### config.mk
export PLATFORM = sky130hd
export DESIGN_NAME = modular_exponentiation
export DESIGN_NICKNAME = d
export VERILOG_FILES = /design/src/hdl/modexp_pkg.sv /design/src/hdl/modexp_dp.sv /design/src/hdl/modexp_ctrl.sv /design/src/hdl/modular_exponentiation.sv
export VERILOG_INCLUDE_DIRS = /design/src /design/src/hdl
export SDC_FILE = /design/constraint.sdc
export NUM_CORES = 1
export LEC_CHECK = 0
export BUFFER_PORTS_ARGS = -buffer_cell sky130_fd_sc_hd__buf_2
export CAP_MARGIN = 20
export CORE_MARGIN = 1.5
export CORE_UTILIZATION = 55
export DETAILED_ROUTE_END_ITERATION = 12
export HOLD_SLACK_MARGIN = 0.12
export PLACE_DENSITY = 0.82
export SLEW_MARGIN = 15
export SYNTH_ARGS = -nofsm -noshare
export SYNTH_HDL_FRONTEND = slang
export SYNTH_HIERARCHICAL = 1
export SYNTH_SLANG_ARGS = --single-unit
### constraint.sdc
create_clock -name clock -period 20.1 [get_ports clock]
set_input_delay 3.015 -clock clock [delete_from_list [all_inputs] [get_ports clock]]
set_output_delay 3.015 -clock clock [all_outputs]
set_load 0.005 [all_outputs]
### src/hdl/assert_macros.svh
// ---------------------------------------------------------------------------
// Assertion macros
// Shared concurrent assertion forms for the modular exponentiation RTL.
// ---------------------------------------------------------------------------
`ifndef ASSERT_MACROS_SVH
`define ASSERT_MACROS_SVH

// cons must hold in the same cycle as trig
`define ASSERT_IMPLIES(label, clk, rst, trig, cons, msg) \
   label: assert property (@(posedge clk) disable iff (rst) (trig) |-> (cons)) else $error(msg);

// cons must hold in the cycle after trig
`define ASSERT_NEXT(label, clk, rst, trig, cons, msg) \
   label: assert property (@(posedge clk) disable iff (rst) (trig) |=> (cons)) else $error(msg);

`endif

### src/hdl/modexp_pkg.sv
// ---------------------------------------------------------------------------
// modexp_pkg
// Types, widths and constants shared by the modular exponentiation block.
// ---------------------------------------------------------------------------
package modexp_pkg;

   localparam int MOD_W       = 31;
   localparam int EXP_W       = 63;
   localparam int BITS_W      = 6;            // holds EXP_W
   localparam int MUL_OP_W    = 32;           // MOD_W padded to two bits per step
   localparam int MUL_CNT_W   = 4;            // MUL_OP_W / 2 steps
   localparam int CSR_ADDR_W  = 3;
   localparam int CSR_DATA_W  = 32;

   localparam logic [MOD_W-1:0]     MODULUS_RESET = 31'd1000000007;
   localparam logic [MUL_CNT_W-1:0] MUL_LAST      = 4'd15;
   localparam logic [BITS_W-1:0]    EXP_BITS      = 6'd63;

   // register index, taken from paddr[2]
   localparam logic REG_MODULUS = 1'b0;

   typedef enum logic [2:0] {
      ST_IDLE,
      ST_PREP,
      ST_REDUCE,
      ST_SCAN,
      ST_SQUARE,
      ST_MULTIPLY,
      ST_FINISH
   } modexp_state_type;

   typedef enum logic [1:0] {
      OPSEL_REDUCE,     // base * 1
      OPSEL_SQUARE,     // acc * acc
      OPSEL_MULBASE     // fresh square * base
   } modexp_opsel_type;

   typedef struct packed {
      logic             load;
      logic             mul_start;
      modexp_opsel_type opsel;
      logic             acc_from_base;
      logic             acc_from_mul;
      logic             base_from_mul;
      logic             exp_shift;
      logic             out_load;
   } modexp_cmd_type;

   typedef struct packed {
      logic mod_small;
      logic mul_busy;
      logic exp_msb;
      logic exp_empty;
   } modexp_sts_type;

endpackage

### src/hdl/modexp_dp.sv
// ---------------------------------------------------------------------------
// modexp_dp
// Datapath: operand registers, exponent shifter and a radix-4 interleaved
// modular multiplier (two shift-add-reduce steps per cycle).
// ---------------------------------------------------------------------------
`include "assert_macros.svh"

module modexp_dp
   import modexp_pkg::*;
(
   input  logic                 clock,
   input  logic                 reset,
   input  logic [MOD_W-1:0]     modulus,
   input  logic [MOD_W-1:0]     req_base,
   input  logic [EXP_W-1:0]     req_exponent,
   input  modexp_cmd_type       cmd,
   output modexp_sts_type       sts,
   output logic [MOD_W-1:0]     rsp_result
);

   // r <- (2r + bit*addend) mod m, with r, addend < m
   function automatic logic [MOD_W-1:0] mm_step(
      input logic [MOD_W-1:0] r,
      input logic             bit_in,
      input logic [MOD_W-1:0] addend,
      input logic [MOD_W-1:0] m
   );
      logic [MOD_W+1:0] t;
      logic [MOD_W+1:0] m1;
      logic [MOD_W+1:0] m2;
      logic [MOD_W+1:0] res;
      t  = {1'b0, r, 1'b0} + (bit_in ? {2'b00, addend} : '0);
      m1 = {2'b00, m};
      m2 = {1'b0, m, 1'b0};
      if (t >= m2) begin
         res = t - m2;
      end else if (t >= m1) begin
         res = t - m1;
      end else begin
         res = t;
      end
      return res[MOD_W-1:0];
   endfunction

   logic [MOD_W-1:0]     base_ff, base_in;
   logic [MOD_W-1:0]     acc_ff, acc_in;
   logic [EXP_W-1:0]     exp_ff, exp_in;
   logic [BITS_W-1:0]    bits_left_ff, bits_left_in;
   logic [MUL_OP_W-1:0]  ma_ff, ma_in;
   logic [MOD_W-1:0]     mb_ff, mb_in;
   logic [MOD_W-1:0]     mr_ff, mr_in;
   logic [MUL_CNT_W-1:0] mcnt_ff, mcnt_in;
   logic                 mul_busy_ff, mul_busy_in;
   logic [MOD_W-1:0]     result_ff, result_in;
   logic [MOD_W-1:0]     step_one;
   logic [MOD_W-1:0]     step_two;
   logic                 mod_small;

   assign mod_small = (modulus < 31'd2);
   assign step_one  = mm_step(mr_ff, ma_ff[MUL_OP_W-1], mb_ff, modulus);
   assign step_two  = mm_step(step_one, ma_ff[MUL_OP_W-2], mb_ff, modulus);

   always_comb begin
      base_in      = base_ff;
      acc_in       = acc_ff;
      exp_in       = exp_ff;
      bits_left_in = bits_left_ff;
      result_in    = result_ff;

      if (cmd.load) begin
         base_in      = req_base;
         exp_in       = req_exponent;
         bits_left_in = EXP_BITS;
         acc_in       = mod_small ? '0 : {{(MOD_W-1){1'b0}}, 1'b1};
      end
      if (cmd.base_from_mul) begin
         base_in = mr_ff;
      end
      if (cmd.acc_from_base) begin
         acc_in = base_ff;
      end
      if (cmd.acc_from_mul) begin
         acc_in = mr_ff;
      end
      if (cmd.exp_shift) begin
         exp_in       = {exp_ff[EXP_W-2:0], 1'b0};
         bits_left_in = bits_left_ff - 1'b1;
      end
      if (cmd.out_load) begin
         result_in = acc_ff;
      end
   end

   // multiplier operand select and stepping
   always_comb begin
      ma_in       = ma_ff;
      mb_in       = mb_ff;
      mr_in       = mr_ff;
      mcnt_in     = mcnt_ff;
      mul_busy_in = mul_busy_ff;

      if (cmd.mul_start) begin
         mr_in       = '0;
         mcnt_in     = '0;
         mul_busy_in = 1'b1;
         case (cmd.opsel)
            OPSEL_REDUCE: begin
               ma_in = {1'b0, base_ff};
               mb_in = {{(MOD_W-1){1'b0}}, 1'b1};
            end
            OPSEL_SQUARE: begin
               ma_in = {1'b0, acc_ff};
               mb_in = acc_ff;
            end
            OPSEL_MULBASE: begin
               ma_in = {1'b0, mr_ff};
               mb_in = base_ff;
            end
            default: begin
               ma_in = '0;
               mb_in = '0;
            end
         endcase
      end else if (mul_busy_ff) begin
         mr_in   = step_two;
         ma_in   = {ma_ff[MUL_OP_W-3:0], 2'b00};
         mcnt_in = mcnt_ff + 1'b1;
         if (mcnt_ff == MUL_LAST) begin
            mul_busy_in = 1'b0;
         end
      end
   end

   always_ff @(posedge clock) begin
      if (reset) begin
         mul_busy_ff <= 1'b0;
      end else begin
         mul_busy_ff <= mul_busy_in;
      end
   end

   always_ff @(posedge clock) begin
      base_ff      <= base_in;
      acc_ff       <= acc_in;
      exp_ff       <= exp_in;
      bits_left_ff <= bits_left_in;
      ma_ff        <= ma_in;
      mb_ff        <= mb_in;
      mr_ff        <= mr_in;
      mcnt_ff      <= mcnt_in;
      result_ff    <= result_in;
   end

   assign sts.mod_small = mod_small;
   assign sts.mul_busy  = mul_busy_ff;
   assign sts.exp_msb   = exp_ff[EXP_W-1];
   assign sts.exp_empty = (bits_left_ff == '0);
   assign rsp_result    = result_ff;

   `ASSERT_IMPLIES(a_mul_reduced, clock, reset, $fell(mul_busy_ff), mr_ff < modulus, "product not reduced below modulus")
   `ASSERT_IMPLIES(a_shift_in_range, clock, reset, cmd.exp_shift, bits_left_ff != '0, "exponent shifted past its last bit")

endmodule

### src/hdl/modexp_ctrl.sv
// ---------------------------------------------------------------------------
// modexp_ctrl
// Sequencer for square-and-multiply; owns the input and output handshakes.
// ---------------------------------------------------------------------------
`include "assert_macros.svh"

module modexp_ctrl
   import modexp_pkg::*;
(
   input  logic           clock,
   input  logic           reset,
   input  logic           req_valid,
   output logic           req_stall,
   output logic           rsp_valid,
   input  logic           rsp_stall,
   input  modexp_sts_type sts,
   output modexp_cmd_type cmd
);

   modexp_state_type state_ff, state_in;
   logic             started_ff, started_in;
   logic             rsp_valid_ff, rsp_valid_in;
   logic             out_free;

   assign out_free = !rsp_valid_ff || !rsp_stall;

   // next state
   always_comb begin
      state_in = state_ff;
      case (state_ff)
         ST_IDLE: begin
            if (req_valid) begin
               state_in = sts.mod_small ? ST_FINISH : ST_PREP;
            end
         end
         ST_PREP: begin
            state_in = ST_REDUCE;
         end
         ST_REDUCE: begin
            if (!sts.mul_busy) begin
               state_in = ST_SCAN;
            end
         end
         ST_SCAN: begin
            if (sts.exp_empty) begin
               state_in = ST_FINISH;
            end else if (started_ff) begin
               state_in = ST_SQUARE;
            end
         end
         ST_SQUARE: begin
            if (!sts.mul_busy) begin
               state_in = sts.exp_msb ? ST_MULTIPLY : ST_SCAN;
            end
         end
         ST_MULTIPLY: begin
            if (!sts.mul_busy) begin
               state_in = ST_SCAN;
            end
         end
         ST_FINISH: begin
            if (out_free) begin
               state_in = ST_IDLE;
            end
         end
         default: begin
            state_in = ST_IDLE;
         end
      endcase
   end

   // commands
   always_comb begin
      cmd        = '0;
      cmd.opsel  = OPSEL_REDUCE;
      started_in = started_ff;
      case (state_ff)
         ST_IDLE: begin
            if (req_valid) begin
               cmd.load   = 1'b1;
               started_in = 1'b0;
            end
         end
         ST_PREP: begin
            cmd.mul_start = 1'b1;
            cmd.opsel     = OPSEL_REDUCE;
         end
         ST_REDUCE: begin
            cmd.base_from_mul = !sts.mul_busy;
         end
         ST_SCAN: begin
            if (!sts.exp_empty) begin
               if (started_ff) begin
                  cmd.mul_start = 1'b1;
                  cmd.opsel     = OPSEL_SQUARE;
               end else begin
                  // running value is 1: squaring is a no-op
                  cmd.exp_shift = 1'b1;
                  if (sts.exp_msb) begin
                     cmd.acc_from_base = 1'b1;
                     started_in        = 1'b1;
                  end
               end
            end
         end
         ST_SQUARE: begin
            if (!sts.mul_busy) begin
               cmd.acc_from_mul = 1'b1;
               if (sts.exp_msb) begin
                  cmd.mul_start = 1'b1;
                  cmd.opsel     = OPSEL_MULBASE;
               end else begin
                  cmd.exp_shift = 1'b1;
               end
            end
         end
         ST_MULTIPLY: begin
            if (!sts.mul_busy) begin
               cmd.acc_from_mul = 1'b1;
               cmd.exp_shift    = 1'b1;
            end
         end
         ST_FINISH: begin
            cmd.out_load = out_free;
         end
         default: begin
            cmd = '0;
         end
      endcase
   end

   assign rsp_valid_in = cmd.out_load || (rsp_valid_ff && rsp_stall);

   always_ff @(posedge clock) begin
      if (reset) begin
         state_ff     <= ST_IDLE;
         started_ff   <= 1'b0;
         rsp_valid_ff <= 1'b0;
      end else begin
         state_ff     <= state_in;
         started_ff   <= started_in;
         rsp_valid_ff <= rsp_valid_in;
      end
   end

   assign req_stall = (state_ff != ST_IDLE);
   assign rsp_valid = rsp_valid_ff;

   `ASSERT_IMPLIES(a_start_when_free, clock, reset, cmd.mul_start, !sts.mul_busy, "multiplier restarted while busy")
   `ASSERT_NEXT(a_finish_loads, clock, reset, cmd.out_load, rsp_valid_ff, "result load did not raise rsp_valid")

endmodule

### src/hdl/modular_exponentiation.sv
// Accept to rsp_valid: a modulus below 2 goes straight to the finish state; otherwise the base is
//   reduced first, then the exponent is scanned from its leading one, with a square for each later
//   bit and a multiply for each later set bit, plus any wait for a free output.
// One word in flight; the next word can be taken in the cycle after the result loads.
// A finished result waits in the output register while the next word is taken.
// Reset (sync, high): controller idle, no result pending, modulus = 1000000007.
// ---------------------------------------------------------------------------
// modular_exponentiation
// base ^ exponent mod modulus by left-to-right square-and-multiply, with an
// APB-style register for the modulus.
// ---------------------------------------------------------------------------
`include "assert_macros.svh"

module modular_exponentiation
   import modexp_pkg::*;
(
   input  logic                  clock,
   input  logic                  reset,

   // request word
   input  logic                  req_valid,
   output logic                  req_stall,
   input  logic [MOD_W-1:0]      req_base,
   input  logic [EXP_W-1:0]      req_exponent,

   // response word
   output logic                  rsp_valid,
   input  logic                  rsp_stall,
   output logic [MOD_W-1:0]      rsp_result,

   // register port
   input  logic                  csr_psel,
   input  logic                  csr_penable,
   input  logic                  csr_pwrite,
   input  logic [CSR_ADDR_W-1:0] csr_paddr,
   input  logic [CSR_DATA_W-1:0] csr_pwdata,
   output logic [CSR_DATA_W-1:0] csr_prdata,
   output logic                  csr_pready
);

   modexp_cmd_type   cmd;
   modexp_sts_type   sts;
   logic [MOD_W-1:0] modulus_ff, modulus_in;
   logic             csr_write;
   logic             csr_hit;

   // Register decode: a single modulus register (31 bits, zero-extended to 32), selected by paddr[2] == 0.
   // Low address bits are don't-care.
   assign csr_pready = 1'b1;
   assign csr_hit    = (csr_paddr[2] == REG_MODULUS);
   assign csr_write  = csr_psel && csr_penable && csr_pwrite && csr_pready;

   assign modulus_in = (csr_write && csr_hit) ? csr_pwdata[MOD_W-1:0] : modulus_ff;
   assign csr_prdata = csr_hit ? {{(CSR_DATA_W-MOD_W){1'b0}}, modulus_ff} : '0;

   // Modulus is a control-visible register with a defined reset value.
   always_ff @(posedge clock) begin
      if (reset) begin
         modulus_ff <= MODULUS_RESET;
      end else begin
         modulus_ff <= modulus_in;
      end
   end

   // Sequencer: walks the exponent MSB first. Leading zero bits are only
   // shifted out; after the leading one every bit costs a square, and each
   // set bit an extra multiply by the reduced base.
   modexp_ctrl u_ctrl (
      .clock     (clock),
      .reset     (reset),
      .req_valid (req_valid),
      .req_stall (req_stall),
      .rsp_valid (rsp_valid),
      .rsp_stall (rsp_stall),
      .sts       (sts),
      .cmd       (cmd)
   );

   // Datapath: the base is first reduced mod modulus (base * 1 through the
   // multiplier), then every product goes through the same shared unit.
   modexp_dp u_dp (
      .clock        (clock),
      .reset        (reset),
      .modulus      (modulus_ff),
      .req_base     (req_base),
      .req_exponent (req_exponent),
      .cmd          (cmd),
      .sts          (sts),
      .rsp_result   (rsp_result)
   );

   // One word at a time: the cycle after an accept the input is held off.
   `ASSERT_NEXT(a_one_in_flight, clock, reset, req_valid && !req_stall, req_stall, "second word taken while busy")

endmodule
==> flow_summary.yaml <==
worst_setup_path:
  cp_data_required_time_ps: 20560
  cp.arrival_ps: 13520
  criticalPathCategory: "flop to flop"
  cp_max_fo: 52
  critPathMostFrequentCell: "a21oi_1"
  cp-start-kind: "flop"
  rr_worst_depth: 48
  critPathMaxStageDelay_ps: 1020
  cp_slowest_cell: "edfxtp_1"
  endpoint_kind: "flop"
global_routing:
  grt_overflow_total: 0
  grt_pass1_wl_mm: 111
  grt_pass1_vias: 20000
  antenna_found_initial: 2
  grt_max_degree: 90
  track_usage: 0.322
cts:
  cts_tree: "built"
  post_cts_buffers: 0
  clock_latency_ps: 560
  clk_pin_slew_ps: 60
  ctsResizeCount: 0
  cts_hold_buf: 0
  htreeDepth: 2
  cts_sinks: 297
  clk_path_buf_depth: 3
  root_buffer: "clkbuf_16"
  numCtsBuffers: 34
sta:
  clock_skew_ps: 37.9
  whs_ps: 482
  slew_violations: 0
  fmax_mhz: 76.6
  tns_ps: 0
  tightestPinTransition_ps: 1030
  finalHoldViolations: 0
  slew-limit-headroom: 0.316
  rsz0062_at_grt: "no"
  fin_crit_sh: 0.650
  setup_viol: 0
  finalCriticalPeriod_ps: 13060
logic_synthesis:
  synth-edff-count: 224
  ys_ff_latch: 297
  ys.warnings.count: 6
  synthArstFlopShare: 0
  avgSynthCellArea_um2: 9.05
  yosysSeqAreaShare: 0.347
  netlist_area_um2: 23600
  netlist_instances: 2610
  synth_ff_type: "edfxtp_1"
  synth_fp_nets: 2939
  ys_types: 88
drt:
  wl_per_cell_um: 22.0
  vias: 20900
  antenna_left: 0
  via_per_inst: 6.33
  drtPass1Iterations: 8
  routed_wl_mm: 72.5
  initialDrtViolationCount: 1904
  drc: 0
floorplan:
  start_util: 0.560
  die_y_um: 210
  fp.dieArea_um2: 44200
  io_pins: 202
  die_w_um: 210
  row_count: 75
  core_um2: 42100
layout:
  num-nets-final: 3066
  final_layout_size_suffix_gt1_frac: 0.124
  syn2layout_area_growth_pct: 10.1
  final.fill_count: 3507
place:
  port_buffers: 196
  hpwl_mm: 55.5
  gp_congestion: 1.00
outcome:
  status: "finished clean"
flow_run:
  drv_cap: 0
hold_path:
  hold_path.class: "flop to flop"
  holdPathStages: 0
[cell type report]
class,instances,area [um2],share of cell area
Multi-Input combinational cell,2100,14600,0.562
Sequential cell,297,8190,0.315
Timing Repair Buffer,215,1160,0.0445
Clock buffer,44,920,0.0354
Tap cell,539,674,0.0259
Inverter,89,334,0.0129
Clock inverter,14,114,0.00438
Antenna cell,1,2.50,0.0000963
[flip-flops by register name, summed over array words and instances, names as in the netlist, 3 cells and up]
name,flops
u_dp/mb_ff,31
u_dp/mcnt_ff,4
u_dp/mr_ff,31
u_dp/ma_ff,32
u_dp/exp_ff,63
modulus_ff,31
u_dp/bits_left_ff,6
u_dp/acc_ff,31
u_dp/rsp_result,31
u_dp/base_ff,31
u_ctrl/state_ff,3
[worst max-delay path: cells and delay by family (launching register included)]
kind,cells,cell delay (ps)
AO/OA/AOI/OAI,29,6950
multiplexers,1,220
adder cells (fa/ha/maj),4,1330
buffers and inverters,4,1060
XOR/XNOR,2,760
AND/OR/NAND/NOR,8,1550
flip-flops,1,1020
[through the flow]
step | std cells | util | instance area [um2] | worst slack (ps)
global placement | 3238 | 0.591 | 24900 | 7470
detailed placement | 3239 | 0.592 | 24900 | 7340
CTS | 3297 | 0.616 | 26000 | 7280
floorplan | 2610 | - | 23600 | 10430
finish | 3299 | 0.617 | 26000 | 7040
global route | 3298 | 0.617 | 26000 | 5990
[kinds of logic (layout without fill, tap and decap cells)]
family | after synthesis | count (layout) | synth area share
multiplexers | 139 | 139 | 0.0613
buffers and inverters | 213 | 362 | 0.0386
adder cells (fa/ha/maj) | 193 | 193 | 0.104
AND/OR/NAND/NOR | 801 | 801 | 0.167
flip-flops | 297 | 297 | 0.347
AO/OA/AOI/OAI | 817 | 817 | 0.227
other | 2 | 3 | 0.000318
XOR/XNOR | 148 | 148 | 0.0549
[cell usage in the layout (no fill, tap or decap), types with 11 or more instances in the layout]
| cell | synthesis | routed |
|---|---|---|
| edfxtp_1 | 224 | 224 |
| and2_1 | 69 | 69 |
| a21o_1 | 75 | 75 |
| nor2_1 | 223 | 221 |
| a211oi_1 | 33 | 32 |
| mux2_2 | 33 | 33 |
| clkbuf_16 | 0 | 35 |
| mux2i_1 | 103 | 103 |
| a31oi_1 | 23 | 23 |
| o21a_1 | 33 | 33 |
| nand3_1 | 44 | 44 |
| nand4_1 | 24 | 24 |
| nor4_1 | 17 | 15 |
| buf_2 | 8 | 196 |
| a21oi_1 | 261 | 261 |
| nor3_1 | 40 | 40 |
| or3_1 | 12 | 11 |
| xor2_1 | 39 | 39 |
| a22o_1 | 90 | 90 |
| dfxtp_1 | 73 | 73 |
| xnor2_1 | 109 | 109 |
| o21ai_0 | 139 | 138 |
| nor2b_1 | 63 | 60 |
| o21bai_1 | 30 | 30 |
| nand2b_1 | 58 | 58 |
| and3_1 | 16 | 16 |
| o211ai_1 | 20 | 20 |
| o22ai_1 | 11 | 11 |
| buf_4 | 8 | 17 |
| inv_1 | 89 | 89 |
| ha_1 | 187 | 187 |
| nand2_1 | 190 | 190 |
[layer usage]
metal  global-route usage  vias up  wire length [um]
met5                    0        -                26
met4                0.176        4              3930
met3               0.0472      178              4640
met2                0.540      855             34500
met1                0.401     9923             29500
li1                     -     9923                 -
[cells in the mapped netlist (44+ instances only)]
cell | number | share of area
a21oi_1 | 261 | 0.055
edfxtp_1 | 224 | 0.28
nor2_1 | 223 | 0.035
nand2_1 | 190 | 0.030
ha_1 | 187 | 0.099
o21ai_0 | 139 | 0.029
xnor2_1 | 109 | 0.040
mux2i_1 | 103 | 0.044
clkbuf_1 | 91 | 0.014
a22o_1 | 90 | 0.033
inv_1 | 89 | 0.014
a21o_1 | 75 | 0.024
dfxtp_1 | 73 | 0.062
and2_1 | 69 | 0.018
nor2b_1 | 63 | 0.017
nand2b_1 | 58 | 0.015
nand3_1 | 44 | 0.0093
[final timing paths]
check                        from                   to  slack, ps
hold / removal    u_dp/acc_ff[25]  u_dp/rsp_result[25]        480
setup / recovery   u_dp/ma_ff[31]       u_dp/mr_ff[14]       7040
setup reg to reg   u_dp/ma_ff[31]       u_dp/mr_ff[14]       7040
hold reg to reg   u_dp/acc_ff[25]  u_dp/rsp_result[25]        480
Power is left out: the tool's default activity adds up to more than one toggle a clock period on the data nets, which glitch-free logic cannot reach.
